$ cat src/sv/ssq_pkg.sv
// ----------------------------------------------------------------------------
// ssq_pkg
// Shared types and codes for the sorted sleep timer queue.
// ----------------------------------------------------------------------------
`default_nettype none

package ssq_pkg;

   localparam int ClockW     = 64;
   localparam int IdFieldW   = 8;
   localparam int IdMaxW     = 16;
   localparam int KindW      = 2;
   localparam int ReqDataW   = 136;
   localparam int RspDataW   = 72;

   localparam logic REQ_SLEEP = 1'b0;
   localparam logic REQ_WAKE  = 1'b1;

   localparam logic [KindW-1:0] KIND_SLEEP_OK    = 2'd0;
   localparam logic [KindW-1:0] KIND_FULL        = 2'd1;
   localparam logic [KindW-1:0] KIND_WOKEN       = 2'd2;
   localparam logic [KindW-1:0] KIND_CHECK_DONE  = 2'd3;

   typedef enum logic [2:0] {
      ST_IDLE,
      ST_INS_STEP,
      ST_INS_CMP,
      ST_WAKE_STEP,
      ST_WAKE_CMP,
      ST_EMIT
   } state_type;

endpackage

`default_nettype wire

$ cat src/sv/ssq_mem.sv
// ----------------------------------------------------------------------------
// ssq_mem
// Entry store, one write and one registered read port.
// ----------------------------------------------------------------------------
`default_nettype none

module ssq_mem #(
   parameter int DEPTH = 16,
   parameter int WIDTH = 72,
   parameter int ADDR_W = 4
) (
   input  wire logic              clock,
   input  wire logic              rd_en,
   input  wire logic [ADDR_W-1:0] rd_addr,
   output logic      [WIDTH-1:0]  rd_data_ff,
   input  wire logic              wr_en,
   input  wire logic [ADDR_W-1:0] wr_addr,
   input  wire logic [WIDTH-1:0]  wr_data
);

   logic [WIDTH-1:0] entry_mem [DEPTH];

   always_ff @(posedge clock) begin
      if (wr_en) begin
         entry_mem[wr_addr] <= wr_data;
      end
   end

   always_ff @(posedge clock) begin
      if (rd_en) begin
         rd_data_ff <= entry_mem[rd_addr];
      end
   end

endmodule

`default_nettype wire

$ cat src/sv/ssq_ctrl.sv
// ----------------------------------------------------------------------------
// ssq_ctrl
// Queue sequencer: sorted insert by tail shifting, release from the head,
// result register.
// ----------------------------------------------------------------------------
`default_nettype none

module ssq_ctrl #(
   parameter int QUEUE_DEPTH  = 16,
   parameter int TASK_ID_BITS = 8,
   parameter int IDX_W        = 4,
   parameter int CNT_W        = 5,
   parameter int ENT_W        = 72
) (
   input  wire logic                           clock,
   input  wire logic                           reset,
   input  wire logic                           req_valid,
   output logic                                req_ready,
   input  wire logic                           req_kind,
   input  wire logic [ssq_pkg::ClockW-1:0]     req_now,
   input  wire logic [ssq_pkg::IdFieldW-1:0]   req_task,
   input  wire logic [ssq_pkg::ClockW-1:0]     req_delay,
   output logic                                rsp_valid_ff,
   input  wire logic                           rsp_ready,
   output logic      [ssq_pkg::KindW-1:0]      rsp_kind_ff,
   output logic      [ssq_pkg::IdFieldW-1:0]   rsp_task_ff,
   output logic      [ssq_pkg::ClockW-1:0]     rsp_ttn_ff,
   output logic                                rsp_last_ff,
   output logic                                mem_rd_en,
   output logic      [IDX_W-1:0]               mem_rd_addr,
   input  wire logic [ENT_W-1:0]               mem_rd_data,
   output logic                                mem_wr_en,
   output logic      [IDX_W-1:0]               mem_wr_addr,
   output logic      [ENT_W-1:0]               mem_wr_data
);

   localparam int CW = ssq_pkg::ClockW;

   ssq_pkg::state_type state_ff, state_in;

   logic [IDX_W-1:0]            head_ff, head_in;
   logic [CNT_W-1:0]            count_ff, count_in;
   logic [CNT_W-1:0]            cur_ff, cur_in;
   logic [CW-1:0]               wake_ff, wake_in;
   logic [CW-1:0]               now_ff, now_in;
   logic [TASK_ID_BITS-1:0]     task_ff, task_in;
   logic [ssq_pkg::KindW-1:0]   kind_ff, kind_in;
   logic [CW-1:0]               ttn_ff, ttn_in;

   logic                        rsp_valid_in;
   logic [ssq_pkg::KindW-1:0]   rsp_kind_in;
   logic [ssq_pkg::IdFieldW-1:0] rsp_task_in;
   logic [CW-1:0]               rsp_ttn_in;
   logic                        rsp_last_in;

   logic                        out_free;
   logic [CW-1:0]               rd_wake;
   logic [TASK_ID_BITS-1:0]     rd_task;

   // logical position to memory address, wrapping at the queue depth
   function automatic logic [IDX_W-1:0] phys(input logic [IDX_W-1:0] h,
                                             input logic [CNT_W-1:0] j);
      logic [CNT_W:0] s;
      s = (CNT_W+1)'(h) + (CNT_W+1)'(j);
      if (s >= (CNT_W+1)'(QUEUE_DEPTH)) begin
         s = s - (CNT_W+1)'(QUEUE_DEPTH);
      end
      return IDX_W'(s);
   endfunction

   assign rd_wake = mem_rd_data[CW-1:0];
   assign rd_task = mem_rd_data[ENT_W-1:CW];
   assign out_free = !rsp_valid_ff || rsp_ready;
   assign req_ready = (state_ff == ssq_pkg::ST_IDLE);

   always_comb begin
      state_in     = state_ff;
      head_in      = head_ff;
      count_in     = count_ff;
      cur_in       = cur_ff;
      wake_in      = wake_ff;
      now_in       = now_ff;
      task_in      = task_ff;
      kind_in      = kind_ff;
      ttn_in       = ttn_ff;
      rsp_valid_in = rsp_valid_ff && !rsp_ready;
      rsp_kind_in  = rsp_kind_ff;
      rsp_task_in  = rsp_task_ff;
      rsp_ttn_in   = rsp_ttn_ff;
      rsp_last_in  = rsp_last_ff;
      mem_rd_en    = 1'b0;
      mem_rd_addr  = phys(head_ff, cur_ff - CNT_W'(1));
      mem_wr_en    = 1'b0;
      mem_wr_addr  = phys(head_ff, cur_ff);
      mem_wr_data  = {task_ff, wake_ff};

      case (state_ff)
         ssq_pkg::ST_IDLE: begin
            if (req_valid) begin
               now_in  = req_now;
               wake_in = req_now + req_delay + CW'(1);
               task_in = TASK_ID_BITS'(ssq_pkg::IdMaxW'(req_task));
               cur_in  = count_ff;
               ttn_in  = '0;
               if (req_kind == ssq_pkg::REQ_WAKE) begin
                  state_in = ssq_pkg::ST_WAKE_STEP;
               end else if (count_ff == CNT_W'(QUEUE_DEPTH)) begin
                  kind_in  = ssq_pkg::KIND_FULL;
                  state_in = ssq_pkg::ST_EMIT;
               end else begin
                  state_in = ssq_pkg::ST_INS_STEP;
               end
            end
         end
         ssq_pkg::ST_INS_STEP: begin
            if (cur_ff == '0) begin
               mem_wr_en = 1'b1;
               count_in  = count_ff + CNT_W'(1);
               kind_in   = ssq_pkg::KIND_SLEEP_OK;
               state_in  = ssq_pkg::ST_EMIT;
            end else begin
               mem_rd_en = 1'b1;
               state_in  = ssq_pkg::ST_INS_CMP;
            end
         end
         ssq_pkg::ST_INS_CMP: begin
            mem_wr_en = 1'b1;
            if (rd_wake > wake_ff) begin
               // later entry moves one place toward the tail
               mem_wr_data = mem_rd_data;
               cur_in      = cur_ff - CNT_W'(1);
               state_in    = ssq_pkg::ST_INS_STEP;
            end else begin
               count_in = count_ff + CNT_W'(1);
               kind_in  = ssq_pkg::KIND_SLEEP_OK;
               state_in = ssq_pkg::ST_EMIT;
            end
         end
         ssq_pkg::ST_WAKE_STEP: begin
            if (count_ff == '0) begin
               kind_in  = ssq_pkg::KIND_CHECK_DONE;
               ttn_in   = '1;
               state_in = ssq_pkg::ST_EMIT;
            end else begin
               mem_rd_en   = 1'b1;
               mem_rd_addr = head_ff;
               state_in    = ssq_pkg::ST_WAKE_CMP;
            end
         end
         ssq_pkg::ST_WAKE_CMP: begin
            if (now_ff >= rd_wake) begin
               if (out_free) begin
                  rsp_valid_in = 1'b1;
                  rsp_kind_in  = ssq_pkg::KIND_WOKEN;
                  rsp_task_in  = ssq_pkg::IdFieldW'(ssq_pkg::IdMaxW'(rd_task));
                  rsp_ttn_in   = '0;
                  rsp_last_in  = 1'b0;
                  head_in      = (head_ff == IDX_W'(QUEUE_DEPTH - 1)) ? '0
                                                                       : head_ff + IDX_W'(1);
                  count_in     = count_ff - CNT_W'(1);
                  state_in     = ssq_pkg::ST_WAKE_STEP;
               end
            end else begin
               kind_in  = ssq_pkg::KIND_CHECK_DONE;
               ttn_in   = rd_wake - now_ff;
               state_in = ssq_pkg::ST_EMIT;
            end
         end
         ssq_pkg::ST_EMIT: begin
            if (out_free) begin
               rsp_valid_in = 1'b1;
               rsp_kind_in  = kind_ff;
               rsp_task_in  = '0;
               rsp_ttn_in   = ttn_ff;
               rsp_last_in  = 1'b1;
               state_in     = ssq_pkg::ST_IDLE;
            end
         end
         default: begin
            state_in = ssq_pkg::ST_IDLE;
         end
      endcase
   end

   always_ff @(posedge clock) begin
      if (reset) begin
         state_ff     <= ssq_pkg::ST_IDLE;
         head_ff      <= '0;
         count_ff     <= '0;
         rsp_valid_ff <= 1'b0;
      end else begin
         state_ff     <= state_in;
         head_ff      <= head_in;
         count_ff     <= count_in;
         rsp_valid_ff <= rsp_valid_in;
      end
   end

   always_ff @(posedge clock) begin
      cur_ff      <= cur_in;
      wake_ff     <= wake_in;
      now_ff      <= now_in;
      task_ff     <= task_in;
      kind_ff     <= kind_in;
      ttn_ff      <= ttn_in;
      rsp_kind_ff <= rsp_kind_in;
      rsp_task_ff <= rsp_task_in;
      rsp_ttn_ff  <= rsp_ttn_in;
      rsp_last_ff <= rsp_last_in;
   end

   a_count_bound: assert property (@(posedge clock) disable iff (reset)
      count_ff <= CNT_W'(QUEUE_DEPTH))
      else $error("entry count beyond queue depth");

   a_insert_room: assert property (@(posedge clock) disable iff (reset)
      (state_ff == ssq_pkg::ST_INS_STEP || state_ff == ssq_pkg::ST_INS_CMP)
      |-> (cur_ff <= count_ff && count_ff < CNT_W'(QUEUE_DEPTH)))
      else $error("insert cursor out of range or queue full");

   a_port_clash: assert property (@(posedge clock) disable iff (reset)
      !(mem_rd_en && mem_wr_en))
      else $error("read and write in the same cycle");

   a_release_pops: assert property (@(posedge clock) disable iff (reset)
      (state_ff == ssq_pkg::ST_WAKE_CMP && out_free && now_ff >= rd_wake)
      |=> (count_ff == $past(count_ff) - CNT_W'(1)))
      else $error("released task not removed from queue");

endmodule

`default_nettype wire

$ cat src/sv/sorted_sleep_timer_queue.sv
// ----------------------------------------------------------------------------
// sorted_sleep_timer_queue
// Sleeping tasks kept sorted by wake time in a circular entry memory.
//
//   channel | direction | tdata                               | tuser  | tlast
//   req_    | in        | now_clock, task_id, delay_clocks    | type   | -
//   rsp_    | out       | woken_task, time_to_next            | kind   | last
//
// sleep request: from the tail, each later entry is read and shifted one place toward
// the tail until the new entry's slot is found; a full queue answers with no insert.
// wake check: due head entries are read and released, then a closing result follows.
// reset clears state, head, count and output valid only; entry memory needs no clearing.
// a new request is taken once the closing result sits in the output register;
// a stalled result channel holds the sequencer before each result.
// ----------------------------------------------------------------------------
`default_nettype none

module sorted_sleep_timer_queue #(
   parameter int QUEUE_DEPTH  = 16,
   parameter int TASK_ID_BITS = 8
) (
   input  wire logic                            clock,
   input  wire logic                            reset,
   input  wire logic                            req_tvalid,
   output logic                                 req_tready,
   // now_clock [63:0], task_id [71:64], delay_clocks [135:72]
   input  wire logic [ssq_pkg::ReqDataW-1:0]    req_tdata,
   // req_type [0]
   input  wire logic [0:0]                      req_tuser,
   output logic                                 rsp_tvalid,
   input  wire logic                            rsp_tready,
   // woken_task [7:0], time_to_next [71:8]
   output logic      [ssq_pkg::RspDataW-1:0]    rsp_tdata,
   // result_kind [1:0]
   output logic      [ssq_pkg::KindW-1:0]       rsp_tuser,
   output logic                                 rsp_tlast
);

   localparam int IdxW = (QUEUE_DEPTH > 1) ? $clog2(QUEUE_DEPTH) : 1;
   localparam int CntW = $clog2(QUEUE_DEPTH + 1);
   localparam int EntW = ssq_pkg::ClockW + TASK_ID_BITS;
   localparam int CW   = ssq_pkg::ClockW;
   localparam int IW   = ssq_pkg::IdFieldW;

   logic                 mem_rd_en;
   logic [IdxW-1:0]      mem_rd_addr;
   logic [EntW-1:0]      mem_rd_data;
   logic                 mem_wr_en;
   logic [IdxW-1:0]      mem_wr_addr;
   logic [EntW-1:0]      mem_wr_data;
   logic [IW-1:0]        rsp_task;
   logic [CW-1:0]        rsp_ttn;

   ssq_ctrl #(
      .QUEUE_DEPTH  (QUEUE_DEPTH),
      .TASK_ID_BITS (TASK_ID_BITS),
      .IDX_W        (IdxW),
      .CNT_W        (CntW),
      .ENT_W        (EntW)
   ) u_ctrl (
      .clock        (clock),
      .reset        (reset),
      .req_valid    (req_tvalid),
      .req_ready    (req_tready),
      .req_kind     (req_tuser[0]),
      .req_now      (req_tdata[CW-1:0]),
      .req_task     (req_tdata[CW+IW-1:CW]),
      .req_delay    (req_tdata[2*CW+IW-1:CW+IW]),
      .rsp_valid_ff (rsp_tvalid),
      .rsp_ready    (rsp_tready),
      .rsp_kind_ff  (rsp_tuser),
      .rsp_task_ff  (rsp_task),
      .rsp_ttn_ff   (rsp_ttn),
      .rsp_last_ff  (rsp_tlast),
      .mem_rd_en    (mem_rd_en),
      .mem_rd_addr  (mem_rd_addr),
      .mem_rd_data  (mem_rd_data),
      .mem_wr_en    (mem_wr_en),
      .mem_wr_addr  (mem_wr_addr),
      .mem_wr_data  (mem_wr_data)
   );

   ssq_mem #(
      .DEPTH  (QUEUE_DEPTH),
      .WIDTH  (EntW),
      .ADDR_W (IdxW)
   ) u_mem (
      .clock      (clock),
      .rd_en      (mem_rd_en),
      .rd_addr    (mem_rd_addr),
      .rd_data_ff (mem_rd_data),
      .wr_en      (mem_wr_en),
      .wr_addr    (mem_wr_addr),
      .wr_data    (mem_wr_data)
   );

   assign rsp_tdata = {rsp_ttn, rsp_task};

endmodule

`default_nettype wire

$ cat config.mk
export PLATFORM = sky130hd
export DESIGN_NAME = sorted_sleep_timer_queue
export DESIGN_NICKNAME = d
export VERILOG_FILES = /design/src/sv/ssq_pkg.sv /design/src/sv/ssq_mem.sv /design/src/sv/ssq_ctrl.sv /design/src/sv/sorted_sleep_timer_queue.sv
export SDC_FILE = /design/constraint.sdc
export NUM_CORES = 2
export LEC_CHECK = 0
export ABC_CLOCK_PERIOD_IN_PS = 20400
export BUFFER_PORTS_ARGS = -buffer_cell sky130_fd_sc_hd__buf_4
export CAP_MARGIN = 20
export CORE_UTILIZATION = 50
export CTS_BUF_LIST = sky130_fd_sc_hd__clkbuf_16
export CTS_CLUSTER_DIAMETER = 60
export DETAILED_ROUTE_END_ITERATION = 16
export GPL_ROUTABILITY_DRIVEN = 1
export GPL_TIMING_DRIVEN = 0
export HOLD_SLACK_MARGIN = 0.03
export PLACE_DENSITY = 0.75
export SLEW_MARGIN = 20
export SYNTH_ARGS = -nofsm -noshare
export SYNTH_HDL_FRONTEND = slang
export SYNTH_HIERARCHICAL = 1
export SYNTH_SLANG_ARGS = --single-unit
$ cat constraint.sdc
create_clock -name clock -period 20.4 [get_ports clock]
set_clock_uncertainty 0.15 [all_clocks]
set_input_delay 3.06 -clock clock [delete_from_list [all_inputs] [get_ports clock]]
set_output_delay 3.06 -clock clock [all_outputs]
set_load 0.03 [all_outputs]
==> out/summary.txt <==
CP Launch Type - input port
CP max stage cell - o211ai_1
global-route wire length before repair - 264 mm
Crit. End Element - flop
actual slew at the worst max-slew pin - 1.13 ns
Max H-tree Level - 4
I/O pins - 218
main combinational cell family by area after synthesis - multiplexers
Final setup viols - 0
post-synthesis register bit count - 1519
vias in the first global route - 39700
RSZ-0062 raised after global routing - false
FMAX - 0.154 GHz
total grt overflow - 0
post-synth cell types - 89
syn_area_per_cell - 16.6 sq um
Worst-path clk slew - 0.06 ns
Max IR drop VDD - 0.000144 V
HPWL after DPL - 125 mm
layout cells sized above 1 - 0.218
Top FF cell, synth - edfxtp_1
Post-CTS Setup Bufs - 0
number of detailed-route iterations in the first pass - 6
CORE AREA - 130000 sq um
xor/xnor cell area share of the yosys netlist - 0.0170
synth top area cells - edfxtp_1, mux4_2, ha_1, a22oi_1, o21ai_0
crit-path cells - buf_4 -> inv_1 -> ha_1 -> inv_1 -> fa_1 -> a211oi_1 -> nor2_1 -> o31a_1 -> a31o_2 -> a211oi_1 -> o21ai_1 -> o211ai_1 -> a21oi_1 -> a41oi_1 -> xnor2_1
pin count of the biggest net entering global routing - 51
register area share after synthesis - 0.689
hold slack - 0.355 ns
drt initial violations - 5063
top post-synthesis cells by count - edfxtp_1, mux4_2, nand2_1
post-CTS sizing - 0
top cell type's share of synthesized area - 0.685
mux share of post-synthesis cell area - 0.101
Crit Path Max Fanout - 5
CTS Root Cell - clkbuf_16
post-route ant nets - 0
clock sinks - 1519
number of remaining DRC errors - 0
Inserted Clock Buffers - 149
pwr dens - 174 nW/um^2
crit path kind - input port to flop
total die area - 134000 sq um
Slew Limit Fails - 0
Synthesis Warnings - 6
period utilisation layout - 0.318
post-synthesis adder-cell area fraction - 0.0398
GP Congestion - 0.966
final wirelength - 184 mm
number of flops mapped to enable cells by yosys - 1506
Mapped Cells - 3988
final hold violation count - 0
synthesis-to-finish area growth - 16.8%
# rows - 132
Mapped Area - 66000 sq um
syn nets - 4336
DR vias/cell - 6.27
width of the die - 365 um
Max clock buf depth - 3
post-route cell area - 77100 sq um
maxcap violations - 0
WP data arrival - 6.85 ns
most numerous cell in the Yosys netlist - edfxtp_1
Slew HR - 0.243
post-synthesis compound-gate area fraction - 0.0802
critical path required time - 20.77 ns
DR WL/cell - 28.8 um
CTS tree - yes
R2R cell count - 10
WHS Path Cells - 1
DR vias - 40000
status - complete, no violations
area of placed instances - 72300 sq um
nets@finish - 4863
Worst Hold Class - flop to flop
simple-gate share of the synthesized area - 0.0493
cell taking the most area after synthesis - edfxtp_1
GRT Overall Usage - 0.277
I/O Buffers - 217
leakage - 27.4 nW
hold_buf cts - 0
die height - 365 um
ys async rst share - 0
initial antenna violation count - 0
clock period minus final worst setup slack - 6.48 ns
clock insertion delay at the later pin of the skew report - 0.80 ns
worst stage delay on the critical path - 0.48 ns
Initial Util - 0.507
Diodes inserted - 0
-- path summary, 6_finish.rpt --
check | startpoint | slack, ns | to
worst max-delay path | req_tdata[0] | 13.92 | u_ctrl/wake_ff[62]
worst min register to register | u_ctrl/kind_ff[1] | 0.36 | u_ctrl/rsp_kind_ff[1]
worst max register to register | u_mem/rd_data_ff[47] | 14.78 | u_mem/entry_mem[1][3]
worst min-delay path | u_ctrl/kind_ff[1] | 0.36 | u_ctrl/rsp_kind_ff[1]
-- state kept, by name (all words and copies together), names as in the netlist --
| name | cells |
|---|---|
| u_mem/rd_data_ff | 72 |
| u_ctrl/rsp_kind_ff | 2 |
| u_ctrl/rsp_task_ff | 8 |
| u_ctrl/task_ff | 8 |
| u_ctrl/ttn_ff | 64 |
| u_ctrl/rsp_ttn_ff | 64 |
| u_ctrl/wake_ff | 64 |
| u_ctrl/state_ff | 3 |
| u_ctrl/rsp_last_ff | 1 |
| u_ctrl/head_ff | 4 |
| u_mem/entry_mem | 1152 |
| u_ctrl/rsp_valid_ff | 1 |
| u_ctrl/count_ff | 5 |
| u_ctrl/kind_ff | 2 |
| u_ctrl/now_ff | 64 |
| u_ctrl/cur_ff | 5 |
-- cell usage in the layout (no fill, tap or decap), types with 26 or more instances in the layout --
cell and n:
a21o_1 95, a21oi_1 159, a22oi_1 144, a31oi_1 26
and3_1 81, buf_16 43, buf_2 39, buf_4 298
buf_6 29, clkbuf_1 122, clkbuf_16 152, clkinv_1 27
edfxtp_1 1506, ha_1 202, inv_1 201, mux4_2 288
nand2_1 238, nand3_1 37, nand4_1 40, nor2_1 100
o21ai_0 134, o21ai_1 62, o21bai_1 29, xnor2_1 74
xor2_1 54
-- layer usage --
layer	global-route usage	share of wire	vias to the layer above
met2	0.450	0.48	2566
met1	0.358	0.37	20000
li1	-	-	17000
met4	0.123	0.045	0
met5	0	0	-
met3	0.0602	0.10	431
-- report_power, final --
part	internal (W)	total (W)	switching [W]
registers	0.00438	0.00463	0.000246
clock network	0.00153	0.00271	0.00118
logic	0.00229	0.00608	0.00378
total	0.00821	0.0134	0.00521
-- area by class of cell --
cell class,instances,area (sq um)
Fill cell,9300,53200
Sequential cell,1519,45500
Multi-Input combinational cell,2109,19200
Timing Repair Buffer,376,3900
Clock buffer,152,3800
Tap cell,1742,2180
Clock inverter,118,1010
Buffer,184,898
Inverter,176,661
-- logic make-up (layout without fill, tap and decap cells) --
kind of cell | Yosys count | count (layout)
xor gates and xnor gates | 128 | 128
DFF | 1519 | 1519
and+or+nand+nor | 659 | 659
adders and majority gates | 207 | 207
buffers and inverters | 360 | 1006
AOI/OAI and AO/OA | 808 | 808
muxes | 307 | 307
-- metrics by stage --
stage | cells | setup slack (ns) | util | power, W | setup TNS (ns)
finish | 6376 | 13.92 | 0.592 | 0.0134 | 0
global route | 6376 | 13.84 | 0.592 | 0.0139 | 0
CTS | 6374 | 13.84 | 0.591 | 0.0134 | 0
detailed placement | 6104 | 13.05 | 0.555 | 0.0105 | 0
global placement | 5947 | -8.53 | 0.536 | 0.0104 | -335.81
floorplan | 3988 | 6.04 | - | 0.00849 | 0
-- worst max-delay path, delay by kind of cell --
family	cells	cell delay, ns
buffers and inverters	3	0.23
adder cells (fa/ha/maj)	2	0.58
XOR/XNOR	1	0.13
AO/OA/AOI/OAI	8	2.72
AND/OR/NAND/NOR	1	0.11
Power figures use the tool's default switching activity.
